File: src/sv/bfs_pkg.sv
// ----------------------------------------------------------------------------
// bfs_pkg
// Shared constants, command codes and control structs for the single-step
// Brainfuck machine.
// ----------------------------------------------------------------------------
package bfs_pkg;

  localparam int IN_TDATA_W  = 24;
  localparam int OUT_TDATA_W = 32;

  localparam logic [1:0] MODE_LOAD    = 2'd0;
  localparam logic [1:0] MODE_EXEC    = 2'd1;
  localparam logic [1:0] MODE_RESTART = 2'd2;

  localparam logic [1:0] ST_RUN  = 2'd0;
  localparam logic [1:0] ST_HALT = 2'd1;
  localparam logic [1:0] ST_ERR  = 2'd2;

  localparam logic [7:0] CH_RIGHT = 8'h3E;  // >
  localparam logic [7:0] CH_LEFT  = 8'h3C;  // <
  localparam logic [7:0] CH_INC   = 8'h2B;  // +
  localparam logic [7:0] CH_DEC   = 8'h2D;  // -
  localparam logic [7:0] CH_OUT   = 8'h2E;  // .
  localparam logic [7:0] CH_IN    = 8'h2C;  // ,
  localparam logic [7:0] CH_OPEN  = 8'h5B;  // [
  localparam logic [7:0] CH_CLOSE = 8'h5D;  // ]

  typedef struct packed {
    logic load;
    logic fetch;
    logic exec;
    logic scan_start;
    logic scan_rd;
    logic scan_step;
    logic scan_end;
    logic scan_hit;
    logic finish;
    logic report;
    logic restart;
    logic clr;
  } bfs_cmd_t;

  typedef struct packed {
    logic need_scan;
    logic scan_oob;
    logic scan_match;
    logic scan_edge;
    logic clr_last;
    logic out_free;
  } bfs_sts_t;

endpackage

File: src/sv/brainfuck_single_step_machine.sv
// ----------------------------------------------------------------------------
// brainfuck_single_step_machine
// Single-step Brainfuck machine: program load, one-instruction execute and
// run restart, one result transfer per input transfer.
//
//   Channel | Direction | tdata (low bit up)                          | tuser
//   in_     | slave     | load_address, load_byte, input_byte,        | mode
//           |           | input_end                                   |
//   out_    | master    | program_counter, out_value, input_taken,    | out_valid
//           |           | status, zero fill                           |
//   cfg_    | slave     | program_length (cfg_data)                   | -
//
// Load, restart report and plain instructions accept the item, reading program
// store and tape for an instruction, then commit and load the result register.
// A bracket steps through accept, scan setup, a read and a compare per program
// byte walked (one program store read port) and commit; a forward scan that
// runs past the program end adds a bound check before the commit.
// Reset and every restart run a tape clearing pass over all TAPE_DEPTH cells
// with in_tready low; cfg writes are taken at any time.
// A stalled result holds in the output register; the next item is taken but
// its commit waits for it.
// ----------------------------------------------------------------------------
module brainfuck_single_step_machine #(
  parameter int PROGRAM_DEPTH = 128,
  parameter int TAPE_DEPTH    = 128,
  parameter int CELL_WIDTH    = 16
) (
  input  logic        clk,
  input  logic        rst_n,
  input  logic        in_tvalid,
  output logic        in_tready,
  input  logic [23:0] in_tdata,   // load_address[6:0], load_byte[14:7],
                                  // input_byte[22:15], input_end[23]
  input  logic [1:0]  in_tuser,   // mode[1:0]
  output logic        out_tvalid,
  input  logic        out_tready,
  output logic [31:0] out_tdata,  // program_counter[7:0], out_value[23:8],
                                  // input_taken[24], status[26:25], zero[31:27]
  output logic [0:0]  out_tuser,  // out_valid[0]
  input  logic        cfg_valid,
  output logic        cfg_ready,
  input  logic [7:0]  cfg_data    // program_length
);

  bfs_pkg::bfs_cmd_t cmd;
  bfs_pkg::bfs_sts_t sts;

  assign cfg_ready = 1'b1;

  bfs_ctrl u_ctrl (
    .clk       (clk),
    .rst_n     (rst_n),
    .in_tvalid (in_tvalid),
    .in_tuser  (in_tuser),
    .in_tready (in_tready),
    .sts       (sts),
    .cmd       (cmd)
  );

  bfs_datapath #(
    .PROGRAM_DEPTH (PROGRAM_DEPTH),
    .TAPE_DEPTH    (TAPE_DEPTH),
    .CELL_WIDTH    (CELL_WIDTH)
  ) u_datapath (
    .clk        (clk),
    .rst_n      (rst_n),
    .cmd        (cmd),
    .sts        (sts),
    .in_tdata   (in_tdata),
    .cfg_valid  (cfg_valid),
    .cfg_data   (cfg_data),
    .out_tready (out_tready),
    .out_tvalid (out_tvalid),
    .out_tdata  (out_tdata),
    .out_tuser  (out_tuser)
  );

  a_one_item: assert property (@(posedge clk) disable iff (!rst_n)
    in_tvalid && in_tready |=> !in_tready)
    else $error("input accepted twice in a row");

  a_cmd_excl: assert property (@(posedge clk) disable iff (!rst_n)
    $onehot0({cmd.fetch, cmd.exec, cmd.finish, cmd.report, cmd.restart, cmd.clr,
              cmd.load}))
    else $error("conflicting datapath commands");

  a_clear_blocks: assert property (@(posedge clk) disable iff (!rst_n)
    cmd.clr |-> !in_tready)
    else $error("input ready during tape clear");

  a_status_code: assert property (@(posedge clk) disable iff (!rst_n)
    out_tvalid |-> out_tdata[26:25] != 2'b11)
    else $error("invalid status code");

endmodule

File: src/sv/bfs_datapath.sv
// ----------------------------------------------------------------------------
// bfs_datapath
// Program store, tape, pointers, bracket scan registers and the result
// register, driven by commands from the controller.
// ----------------------------------------------------------------------------
module bfs_datapath #(
  parameter int PROGRAM_DEPTH = 128,
  parameter int TAPE_DEPTH    = 128,
  parameter int CELL_WIDTH    = 16
) (
  input  logic                                clk,
  input  logic                                rst_n,
  input  bfs_pkg::bfs_cmd_t                   cmd,
  output bfs_pkg::bfs_sts_t                   sts,
  input  logic [bfs_pkg::IN_TDATA_W-1:0]      in_tdata,
  input  logic                                cfg_valid,
  input  logic [7:0]                          cfg_data,
  input  logic                                out_tready,
  output logic                                out_tvalid,
  output logic [bfs_pkg::OUT_TDATA_W-1:0]     out_tdata,
  output logic [0:0]                          out_tuser
);

  localparam int PAW = (PROGRAM_DEPTH > 1) ? $clog2(PROGRAM_DEPTH) : 1;
  localparam int PCB = $clog2(PROGRAM_DEPTH + 1);
  localparam int LW  = (PCB > 8) ? PCB : 8;
  localparam int TAW = (TAPE_DEPTH > 1) ? $clog2(TAPE_DEPTH) : 1;
  localparam logic [LW-1:0]  PDEPTH  = LW'(PROGRAM_DEPTH);
  localparam logic [TAW-1:0] DP_LAST = TAW'(TAPE_DEPTH - 1);

  logic [7:0]            prog_mem [PROGRAM_DEPTH];
  logic [CELL_WIDTH-1:0] tape_mem [TAPE_DEPTH];

  logic [PAW-1:0] wrap_tab [128];

  logic [7:0]            len_r;
  logic [LW-1:0]         pc_r, pc_nxt;
  logic [TAW-1:0]        dp_r, dp_nxt;
  logic [1:0]            st_r, st_nxt;
  logic [TAW-1:0]        clr_r, clr_nxt;
  logic                  out_tvalid_r;
  logic [bfs_pkg::OUT_TDATA_W-1:0] out_tdata_r;
  logic [0:0]            out_tuser_r;

  logic [LW-1:0]         scan_r, depth_r, jump_r;
  logic                  fwd_r, found_r;
  logic [7:0]            ib_r;
  logic                  ie_r;
  logic [7:0]            ch_r;
  logic [CELL_WIDTH-1:0] cell_r;

  logic [LW-1:0]         lim, len_ext;
  logic                  in_range;
  logic [PAW-1:0]        prog_raddr;
  logic                  tape_we;
  logic [TAW-1:0]        tape_waddr;
  logic [CELL_WIDTH-1:0] tape_wdata;
  logic                  emit, take, out_load, step, jump_take;
  logic [7:0]            open_ch, close_ch;

  logic [6:0] ld_addr;
  logic [7:0] ld_byte;

  assign ld_addr = in_tdata[6:0];
  assign ld_byte = in_tdata[14:7];

  for (genvar g = 0; g < 128; g++) begin : g_wrap
    assign wrap_tab[g] = PAW'(g % PROGRAM_DEPTH);
  end

  assign len_ext  = LW'(len_r);
  assign lim      = (len_ext > PDEPTH) ? PDEPTH : len_ext;
  assign in_range = (pc_r < lim);
  assign open_ch  = fwd_r ? bfs_pkg::CH_OPEN : bfs_pkg::CH_CLOSE;
  assign close_ch = fwd_r ? bfs_pkg::CH_CLOSE : bfs_pkg::CH_OPEN;
  assign jump_take = fwd_r ? (cell_r == '0) : (cell_r != '0);

  assign sts.need_scan  = (st_r == bfs_pkg::ST_RUN) && in_range &&
                          ((ch_r == bfs_pkg::CH_OPEN) ||
                           ((ch_r == bfs_pkg::CH_CLOSE) && (pc_r != '0)));
  assign sts.scan_oob   = fwd_r && (scan_r >= lim);
  assign sts.scan_match = (depth_r == '0) && (ch_r == close_ch);
  assign sts.scan_edge  = !fwd_r && (scan_r == '0);
  assign sts.clr_last   = (clr_r == DP_LAST);
  assign sts.out_free   = !out_tvalid_r || out_tready;

  assign prog_raddr = cmd.scan_rd ? scan_r[PAW-1:0] : pc_r[PAW-1:0];

  always_comb begin
    pc_nxt     = pc_r;
    st_nxt     = st_r;
    dp_nxt     = dp_r;
    clr_nxt    = clr_r;
    tape_we    = 1'b0;
    tape_waddr = dp_r;
    tape_wdata = cell_r;
    emit       = 1'b0;
    take       = 1'b0;
    out_load   = 1'b0;
    step       = 1'b0;
    if (cmd.report) begin
      out_load = 1'b1;
    end
    if (cmd.restart) begin
      pc_nxt   = '0;
      st_nxt   = bfs_pkg::ST_RUN;
      dp_nxt   = '0;
      clr_nxt  = '0;
      out_load = 1'b1;
    end
    if (cmd.exec) begin
      out_load = 1'b1;
      if (st_r == bfs_pkg::ST_RUN) begin
        if (!in_range) begin
          st_nxt = bfs_pkg::ST_HALT;
        end else begin
          step = 1'b1;
          case (ch_r)
            bfs_pkg::CH_RIGHT: dp_nxt = (dp_r == DP_LAST) ? '0 : dp_r + TAW'(1);
            bfs_pkg::CH_LEFT:  dp_nxt = (dp_r == '0) ? DP_LAST : dp_r - TAW'(1);
            bfs_pkg::CH_INC: begin
              tape_we    = 1'b1;
              tape_wdata = cell_r + CELL_WIDTH'(1);
            end
            bfs_pkg::CH_DEC: begin
              tape_we    = 1'b1;
              tape_wdata = cell_r - CELL_WIDTH'(1);
            end
            bfs_pkg::CH_OUT: emit = 1'b1;
            bfs_pkg::CH_IN: begin
              tape_we    = 1'b1;
              tape_wdata = ie_r ? '1 : CELL_WIDTH'(ib_r);
              take       = 1'b1;
            end
            bfs_pkg::CH_CLOSE: begin
              st_nxt = bfs_pkg::ST_ERR;
              step   = 1'b0;
            end
            default: ;
          endcase
          if (step) begin
            pc_nxt = pc_r + LW'(1);
            if (pc_nxt >= lim) begin
              st_nxt = bfs_pkg::ST_HALT;
            end
          end
        end
      end
    end
    if (cmd.finish) begin
      out_load = 1'b1;
      if (found_r) begin
        pc_nxt = jump_r;
        st_nxt = (jump_r >= lim) ? bfs_pkg::ST_HALT : bfs_pkg::ST_RUN;
      end else begin
        st_nxt = bfs_pkg::ST_ERR;
      end
    end
    if (cmd.clr) begin
      tape_we    = 1'b1;
      tape_waddr = clr_r;
      tape_wdata = '0;
      clr_nxt    = sts.clr_last ? '0 : clr_r + TAW'(1);
    end
  end

  always_ff @(posedge clk) begin
    if (cmd.load) begin
      prog_mem[wrap_tab[ld_addr]] <= ld_byte;
    end
    if (cmd.fetch || cmd.scan_rd) begin
      ch_r <= prog_mem[prog_raddr];
    end
  end

  always_ff @(posedge clk) begin
    if (tape_we) begin
      tape_mem[tape_waddr] <= tape_wdata;
    end
    if (cmd.fetch) begin
      cell_r <= tape_mem[dp_r];
    end
  end

  always_ff @(posedge clk) begin
    if (!rst_n) begin
      len_r        <= '0;
      pc_r         <= '0;
      dp_r         <= '0;
      st_r         <= bfs_pkg::ST_RUN;
      clr_r        <= '0;
      out_tvalid_r <= 1'b0;
    end else begin
      if (cfg_valid) begin
        len_r <= cfg_data;
      end
      pc_r  <= pc_nxt;
      dp_r  <= dp_nxt;
      st_r  <= st_nxt;
      clr_r <= clr_nxt;
      if (out_load) begin
        out_tvalid_r <= 1'b1;
      end else if (out_tready) begin
        out_tvalid_r <= 1'b0;
      end
    end
  end

  always_ff @(posedge clk) begin
    if (cmd.fetch) begin
      ib_r <= in_tdata[22:15];
      ie_r <= in_tdata[23];
    end
    if (cmd.scan_start) begin
      fwd_r   <= (ch_r == bfs_pkg::CH_OPEN);
      scan_r  <= (ch_r == bfs_pkg::CH_OPEN) ? pc_r + LW'(1) : pc_r - LW'(1);
      depth_r <= '0;
    end
    if (cmd.scan_step) begin
      if (ch_r == open_ch) begin
        depth_r <= depth_r + LW'(1);
      end else if (ch_r == close_ch) begin
        depth_r <= depth_r - LW'(1);
      end
      scan_r <= fwd_r ? scan_r + LW'(1) : scan_r - LW'(1);
    end
    if (cmd.scan_end) begin
      found_r <= cmd.scan_hit;
      jump_r  <= jump_take ? scan_r + LW'(1) : pc_r + LW'(1);
    end
    if (out_load) begin
      out_tdata_r <= {5'b0, st_nxt, take, (emit ? 16'(cell_r) : 16'd0), pc_nxt[7:0]};
      out_tuser_r <= emit;
    end
  end

  assign out_tvalid = out_tvalid_r;
  assign out_tdata  = out_tdata_r;
  assign out_tuser  = out_tuser_r;

endmodule

File: src/sv/bfs_ctrl.sv
// ----------------------------------------------------------------------------
// bfs_ctrl
// Sequencer: accepts one item at a time, steps the datapath through fetch,
// execute, bracket scan, tape clearing and result hand-off.
// ----------------------------------------------------------------------------
module bfs_ctrl (
  input  logic              clk,
  input  logic              rst_n,
  input  logic              in_tvalid,
  input  logic [1:0]        in_tuser,
  output logic              in_tready,
  input  bfs_pkg::bfs_sts_t sts,
  output bfs_pkg::bfs_cmd_t cmd
);

  typedef enum logic [2:0] {
    S_CLEAR,
    S_IDLE,
    S_REPORT,
    S_RESTART,
    S_EXEC,
    S_SCAN_RD,
    S_SCAN_CHK,
    S_FINISH
  } state_t;

  state_t state_r, state_nxt;

  always_comb begin
    cmd       = '0;
    state_nxt = state_r;
    in_tready = (state_r == S_IDLE);
    case (state_r)
      S_CLEAR: begin
        cmd.clr = 1'b1;
        if (sts.clr_last) begin
          state_nxt = S_IDLE;
        end
      end
      S_IDLE: begin
        if (in_tvalid) begin
          case (in_tuser)
            bfs_pkg::MODE_LOAD: begin
              cmd.load  = 1'b1;
              state_nxt = S_REPORT;
            end
            bfs_pkg::MODE_EXEC: begin
              cmd.fetch = 1'b1;
              state_nxt = S_EXEC;
            end
            bfs_pkg::MODE_RESTART: state_nxt = S_RESTART;
            default:               state_nxt = S_REPORT;
          endcase
        end
      end
      S_REPORT: begin
        if (sts.out_free) begin
          cmd.report = 1'b1;
          state_nxt  = S_IDLE;
        end
      end
      S_RESTART: begin
        if (sts.out_free) begin
          cmd.restart = 1'b1;
          state_nxt   = S_CLEAR;
        end
      end
      S_EXEC: begin
        if (sts.need_scan) begin
          cmd.scan_start = 1'b1;
          state_nxt      = S_SCAN_RD;
        end else if (sts.out_free) begin
          cmd.exec  = 1'b1;
          state_nxt = S_IDLE;
        end
      end
      S_SCAN_RD: begin
        if (sts.scan_oob) begin
          cmd.scan_end = 1'b1;
          state_nxt    = S_FINISH;
        end else begin
          cmd.scan_rd = 1'b1;
          state_nxt   = S_SCAN_CHK;
        end
      end
      S_SCAN_CHK: begin
        if (sts.scan_match) begin
          cmd.scan_end = 1'b1;
          cmd.scan_hit = 1'b1;
          state_nxt    = S_FINISH;
        end else if (sts.scan_edge) begin
          cmd.scan_end = 1'b1;
          state_nxt    = S_FINISH;
        end else begin
          cmd.scan_step = 1'b1;
          state_nxt     = S_SCAN_RD;
        end
      end
      S_FINISH: begin
        if (sts.out_free) begin
          cmd.finish = 1'b1;
          state_nxt  = S_IDLE;
        end
      end
      default: state_nxt = S_IDLE;
    endcase
  end

  always_ff @(posedge clk) begin
    if (!rst_n) begin
      state_r <= S_CLEAR;
    end else begin
      state_r <= state_nxt;
    end
  end

endmodule
File: config.mk
export PLATFORM = sky130hd
export DESIGN_NAME = brainfuck_single_step_machine
export DESIGN_NICKNAME = d
export VERILOG_FILES = /design/src/sv/bfs_pkg.sv /design/src/sv/brainfuck_single_step_machine.sv /design/src/sv/bfs_datapath.sv /design/src/sv/bfs_ctrl.sv
export SDC_FILE = /design/constraint.sdc
export NUM_CORES = 2
export LEC_CHECK = 0
export BUFFER_PORTS_ARGS = -buffer_cell sky130_fd_sc_hd__buf_2
export CAP_MARGIN = 40
export CELL_PAD_IN_SITES_DETAIL_PLACEMENT = 1
export CELL_PAD_IN_SITES_GLOBAL_PLACEMENT = 2
export CORE_MARGIN = 2
export CORE_UTILIZATION = 45
export CTS_CLUSTER_DIAMETER = 200
export DETAILED_ROUTE_END_ITERATION = 8
export HOLD_SLACK_MARGIN = 0.06
export PLACE_DENSITY = 0.77
export SYNTH_ARGS = -nofsm -noshare
export SYNTH_HDL_FRONTEND = slang
export SYNTH_SLANG_ARGS = --single-unit
File: constraint.sdc
create_clock -name clk -period 20.1 [get_ports clk]
set_input_delay 1.005 -clock clk [delete_from_list [all_inputs] [get_ports clk]]
set_output_delay 1.005 -clock clk [all_outputs]
set_load 0.05 [all_outputs]
[Yosys cells after proc, flatten, opt, wreduce, memory -nomap -nowiden]
Memories as Yosys holds them, arrays and structs flattened. A register that Yosys moved wholly into a read port is not among the register bits.
Index checks and enable logic that the tools add are counted.
Word-level totals
  register bits: 99
  RAM bits: 3072
  ROM bits: 896
  bits of input ports: 39
  output and inout bits: 36
  memories: 3
Operators by class
  $add $sub $neg: 11
  $lt $le $gt $ge: 6
  equal/unequal tests: 24
  muxes and demuxes: 106
  bitwise logic cells: 1
  reductions and logical operators: 27
Memories
  u_datapath.tape_mem: depth 128, width 16, rd ports 1, clocked after memory_dff 1, write ports 1, RTL line bfs_datapath.sv:32  | logic [CELL_WIDTH-1:0] tape_mem [TAPE_DEPTH];
  u_datapath.prog_mem: depth 128, width 8, rd ports 1, clocked after memory_dff 1, write ports 1, RTL line bfs_datapath.sv:31  | logic [7:0] prog_mem [PROGRAM_DEPTH];
  (no name shown): depth 128, width 7, rd ports 1, clocked after memory_dff 0, write ports 0, RTL line bfs_datapath.sv:169  | prog_mem[wrap_tab[ld_addr]] <= ld_byte;
Operator list (count)
  $mux W8: 17
  $mux W7: 13
  $mux W16: 5
  $eq A8 B6 Y1 const B: 6
  $pmux W16 S3: 1
  $mux W1: 45
  $mux W2: 14
  $add A8 B1 Y8 const B: 3
  $ge A8 B8 Y1: 3
  $sub A8 B1 Y8 const B: 3
  $mux W3: 7
  $pmux W3 S7: 1
  $add A16 B1 Y16 const B: 1
  $eq A8 B7 Y1 const B: 2
  $eq A8 B8 Y1: 2
  $logic_not A16 Y1: 1
  $logic_not A8 Y1: 2
  $reduce_bool A16 Y1: 1
  $sub A16 B1 Y16 const B: 1
  $add A7 B1 Y7 const B: 2
  $eq A7 B7 Y1 const B: 2
  $pmux W7 S2: 1
  $eq A3 B3 Y1 const B: 4
  $ge A8 B8 Y1 const B: 1
  other kinds (23): 37

[Depth between registers and ports, before layout]
  depth after elaboration: 14
  gate-level depth with buffers: 18
  depth with buffers taken out: 16

[Modules after synthesis]
Synthesis repeated with hierarchy kept, for this count alone.
Unflattened totals
  cells, all modules: 6933
  area, all modules: 126692.8 sq um
By module, submodules not included
  bfs_datapath: times used 1, cells an instance 6875, area an instance 126314.9 sq um, sequential area each 95441.5 sq um
  bfs_ctrl: times used 1, cells an instance 56, area an instance 366.6 sq um, sequential area each 60.1 sq um
  brainfuck_single_step_machine: times used 1, cells an instance 2, area an instance 11.3 sq um, sequential area each 0.0 sq um

[Worst setup path after synthesis]
No wires, ideal clock.
  kind: register -> register
  from: reg u_datapath.ch_r[1], read port of u_datapath.prog_mem
  to: mem u_datapath.tape_mem[0][13] (data pin)
  setup time: 1.229 ns
  data arrival time: 8.395 ns
  data required time: 18.871 ns
  setup slack: 10.476 ns
  stages on the path, launching flop included: 15
  path buffers: 1
  cell sequence: edfxtp_1 clkbuf_1 nor2b_1 nand4_1 inv_1 ha_1 a21o_1 a21o_1 a2111oi_0 or3_1 nand3_1 a41oi_1 xnor2_1 a21oi_1 a211oi_1
On the way
  longest elaborated chain between the ends: 8
  elaborated cells on any way between the ends: 15
  classes of those cells: 5 x eq/ne; 7 x mux; 3 x reduce/logical
RTL lines
  start: declaration: RTL line bfs_datapath.sv:49  | logic [7:0] ch_r;
  $eq A8 B7 Y1: RTL line bfs_datapath.sv:80  | ((ch_r == bfs_pkg::CH_CLOSE) && (pc_r != '0)));
  $logic_and A1 B1 Y1: RTL line bfs_datapath.sv:80
  $logic_or A1 B1 Y1: RTL line bfs_datapath.sv:79  | ((ch_r == bfs_pkg::CH_OPEN) ||
  $logic_and A1 B1 Y1: RTL line bfs_datapath.sv:78  | assign sts.need_scan = (st_r == bfs_pkg::ST_RUN) && in_range &&
  $mux W1: RTL line bfs_ctrl.sv:69  | if (sts.need_scan) begin
  $mux W2: RTL line bfs_ctrl.sv:33  | case (state_r)
  $mux W16 *: RTL line bfs_datapath.sv:111  | if (cmd.exec) begin
  $mux W16 *: RTL line bfs_datapath.sv:159  | if (cmd.clr) begin
  via u_datapath.tape_wdata[13]: RTL line bfs_datapath.sv:57  | logic [CELL_WIDTH-1:0] tape_wdata;
  end: declaration: RTL line bfs_datapath.sv:32
Mark *: on every way through the listed nets, which the timed path passes. The rest lies on a longest branch.

[Worst setup path in the final report]
  from: reg u_datapath.len_r[7] (netlist: u_datapath.len_ext[7])
  to: reg u_datapath.ch_r[1], read port of u_datapath.prog_mem (data pin)
On the way
  longest elaborated chain between the ends: 7
  elaborated cells on any way between the ends: 8
  classes of those cells: 2 x order compare; 4 x mux; 2 x reduce/logical
RTL lines
  start: declaration: RTL line bfs_datapath.sv:36  | logic [7:0] len_r;
  start signal: assignment: RTL line bfs_datapath.sv:195  | len_r <= cfg_data;
  $gt A8 B8 Y1: RTL line bfs_datapath.sv:72  | assign lim = (len_ext > PDEPTH) ? PDEPTH : len_ext;
  $mux W8 *: RTL line bfs_datapath.sv:72
  $ge A8 B8 Y1 *: RTL line bfs_datapath.sv:81  | assign sts.scan_oob = fwd_r && (scan_r >= lim);
  $logic_and A1 B1 Y1 *: RTL line bfs_datapath.sv:81
  $mux W1 *: RTL line bfs_ctrl.sv:78  | if (sts.scan_oob) begin
  $mux W1 *: RTL line bfs_ctrl.sv:33
  $mux W7 / $logic_or A1 B1 Y1 (equally long branches): RTL line bfs_datapath.sv:87, bfs_datapath.sv:171
Mark *: on every way between the ends. The rest lies on a longest branch, timed or not.
A chain may end at the register's enable or synchronous reset.

==> impl_metrics.json <==
{
  "cts_setup_buffers": 0,
  "yosysTopAreaCellShare_pct": 74.1,
  "h-tree-depth": 5,
  "ys_seq_elements": 3195,
  "powerDensity_nw_per_um2": 93.2,
  "power_mw": 13.6,
  "core_um2": 282000,
  "die_w_um": 537,
  "postLayoutCellArea_um2": 146000,
  "synth-seq-area-share_pct": 74.8,
  "ant_nets": 0,
  "syn_inst": 7156,
  "rows": 195,
  "drt-initial-drc-count": 7782,
  "cts-root-buf": "clkbuf_16",
  "grt_pass1_vias": 71607,
  "synth_area_leader_cell": "edfxtp_1",
  "synth_xor_xnor_area_share_pct": 0.288,
  "gr-total-overflow": 0,
  "hold_viol_final": 0,
  "drt_wl_total_um": 348000,
  "dp_slack_ns": 13.43,
  "cts_tree": "yes",
  "status": "finished, final reports clean",
  "setup_viol": 0,
  "drv_slew": 0,
  "hold_class": "in2reg",
  "rsz0062_at_grt": "no",
  "r2r_cells": 16,
  "wl_per_cell_um": 30.3,
  "cts_sinks": 3195,
  "synthArstFlopShare_pct": 0,
  "dr.pass1.iters": 5,
  "finalClockSkew_ns": 0.0403,
  "ctsHoldBuffers": 0,
  "via_per_inst": 6.03,
  "clk_latency_ns": 0.91,
  "yosys_most_used_dff": "edfxtp_1",
  "synthesis.area_um2": 128000,
  "synth-edff-count": 3151,
  "numCtsBuffers": 335,
  "globalplace.congestion": 0.812,
  "worst_pin_slew_ns": 1.19,
  "slew_headroom_pct": 20.7,
  "area_growth_pct": 14.0,
  "io_pins": 75,
  "synth.most_common_cell": "edfxtp_1",
  "grt_first_pass_wirelength_um": 507000,
  "synthTopCellsByArea": "edfxtp_1 (74%), mux4_2 (12%), nand2_1 (3.0%)",
  "cp-start-kind": "flip-flop",
  "final_util_pct": 51.5,
  "fillers": 25701,
  "synth_mux_area_share_pct": 13.3,
  "drcViolationCount": 0,
  "setup_ws_ns": 13.43,
  "synth_compound_gate_area_share_pct": 2.06,
  "ys_top_cells_by_count": "edfxtp_1 (3151), nand2_1 (1035), mux4_2 (672)",
  "synth_adder_area_share_pct": 0.574,
  "fin_crit_ns": 6.67,
  "critical_path_peak_fanout": 169,
  "cp-end-kind": "flip-flop",
  "clk_pin_slew_ns": 0.06,
  "vias": 69345,
  "ctsResizeCount": 0,
  "die_area_um2": 288000,
  "avgSynthCellArea_um2": 17.8,
  "synthSimpleGateAreaFrac_pct": 7.54,
  "antenna_found_initial": 18,
  "yosysUniqueCellTypes": 73,
  "postPlaceCellArea_um2": 134000,
  "ys_warn_count": 0,
  "clock_path_buffers": 4,
  "cap_violations": 0,
  "fmax_ghz": 0.150,
  "dp.final_hpwl_um": 210000,
  "setup_tns_ns": 0,
  "grt_start_max_net_pins": 174,
  "synth_top_family_by_area": "multiplexers",
  "drive_above_1_share_pct": 21.2,
  "hold_depth": 1,
  "initial_utilization_pct": 45.2,
  "grtUsageTotal_pct": 24.0,
  "crit_arrival_ns": 7.28,
  "max-vdd-ir-drop_uv": 87.1,
  "fin_nets": 7576,
  "required_ns": 20.70,
  "path_class": "reg2reg",
  "leakagePower_nw": 47.2,
  "post-route-period-util_pct": 33.2,
  "die_y_um": 537,
  "portBuffers": 68
}
==> flip-flops by register name, summed over array words and instances, names as in the netlist, 2 cells and up <==
| register | cells |
|---|---|
| u_datapath.tape_mem | 2048 |
| u_datapath.prog_mem | 1024 |
| u_datapath.out_tdata | 27 |
| u_datapath.cell_r | 16 |
| u_datapath.ch_r | 8 |
| u_datapath.depth_r | 8 |
| u_datapath.ib_r | 8 |
| u_datapath.jump_r | 8 |
| u_datapath.len_ext | 8 |
| u_datapath.pc_r | 8 |
| u_datapath.scan_r | 8 |
| u_datapath.clr_r | 7 |
| u_datapath.dp_r | 7 |
| u_ctrl.state_r | 3 |
| u_datapath.st_r | 2 |
==> routing by layer <==
metal	track usage, %	up-vias	wire length, um
met4	6.78	4	9910
met1	34.9	37004	147000
met2	38.2	2765	165000
met3	3.34	557	25500
li1	-	29015	-
met5	0	-	27
==> cells by family (layout without fill, tap and decap cells) <==
family | after synthesis | count (layout)
AO/OA/AOI/OAI | 365 | 365
other | 2 | 13
XOR/XNOR | 42 | 42
buffers and inverters | 441 | 1028
multiplexers | 852 | 852
adder cells (fa/ha/maj) | 58 | 58
AND/OR/NAND/NOR | 2201 | 2201
flip-flops | 3195 | 3195
==> through the flow <==
stage | hold slack [ns] | cells
2_1_floorplan | 0.452 | 7160
3_3_place_gp | 0.470 | 10779
3_5_place_dp | 0.502 | 10874
4_1_cts | 0.207 | 11479
5_1_grt | 0.245 | 11491
6_report | 0.278 | 11497
==> layout make-up <==
class	instances	area, um^2	share of cell area, %
clock buffers	394	8640	5.93
multi-input cells	3524	30700	21.1
diodes	7	17.5	0.0120
repair buffers	401	3660	2.51
flip-flops and latches	3195	95500	65.6
clock inverters	211	2230	1.53
well taps	3743	4680	3.22
inverters	22	82.6	0.0568
==> report_power, final <==
group / internal [mW] / switching [mW]
sequential: 7.26 / 0.00436
clock: 3.55 / 2.62
combinational: 0.0319 / 0.105
==> cell usage in the layout (no fill, tap or decap), types with 12 or more instances in the layout <==
cell type	count
edfxtp_1	3151
nand2_1	1031
mux4_2	672
nand3_1	508
nor2_1	358
clkbuf_16	336
buf_4	284
mux2i_1	149
clkinv_1	74
and3_1	73
clkinv_2	65
buf_2	63
ha_1	57
clkbuf_1	57
o211ai_1	54
a21oi_1	52
nor3_1	43
o21ai_0	43
nand4_1	38
dfxtp_1	38
bufinv_16	35
a311oi_1	33
and2_1	29
xnor2_1	28
buf_16	28
mux2_2	26
nor4_1	25
inv_1	21
a21o_1	19
nor2b_1	16
nand2b_1	16
a22oi_1	16
a31oi_1	16
nand3b_1	15
a211oi_1	15
buf_12	15
xor2_1	14
or3_1	12
clkinvlp_4	12
==> critical path, cell delays in order (launching register included) <==
cell and delay [ns]:
dfxtp_1 0.34, inv_1 0.28, nand2_1 0.23, ha_1 0.36, and3_1 0.19, nand3_1 0.14, o211ai_1 0.37, o211a_4 0.23
buf_12 0.57, buf_4 0.82, buf_4 0.72, nand2_1 0.13, nand3_1 0.11, nand3_1 0.14, o211ai_1 0.23, nand4_1 0.49
nor4_1 0.75
==> final timing paths <==
path | from | slack, ns | to
worst max register to register | u_datapath.len_ext[7]$_SDFFE_PN0P_ | 13.43 | u_datapath.ch_r[1]$_DFFE_PP_
worst min-delay path | in_tdata[21] | 0.28 | u_datapath.ib_r[6]$_DFFE_PP_
worst max-delay path | u_datapath.len_ext[7]$_SDFFE_PN0P_ | 13.43 | u_datapath.ch_r[1]$_DFFE_PP_
worst min register to register | u_datapath.len_ext[1]$_SDFFE_PN0P_ | 0.51 | u_datapath.len_ext[1]$_SDFFE_PN0P_
(Power assumes the default switching activity.)
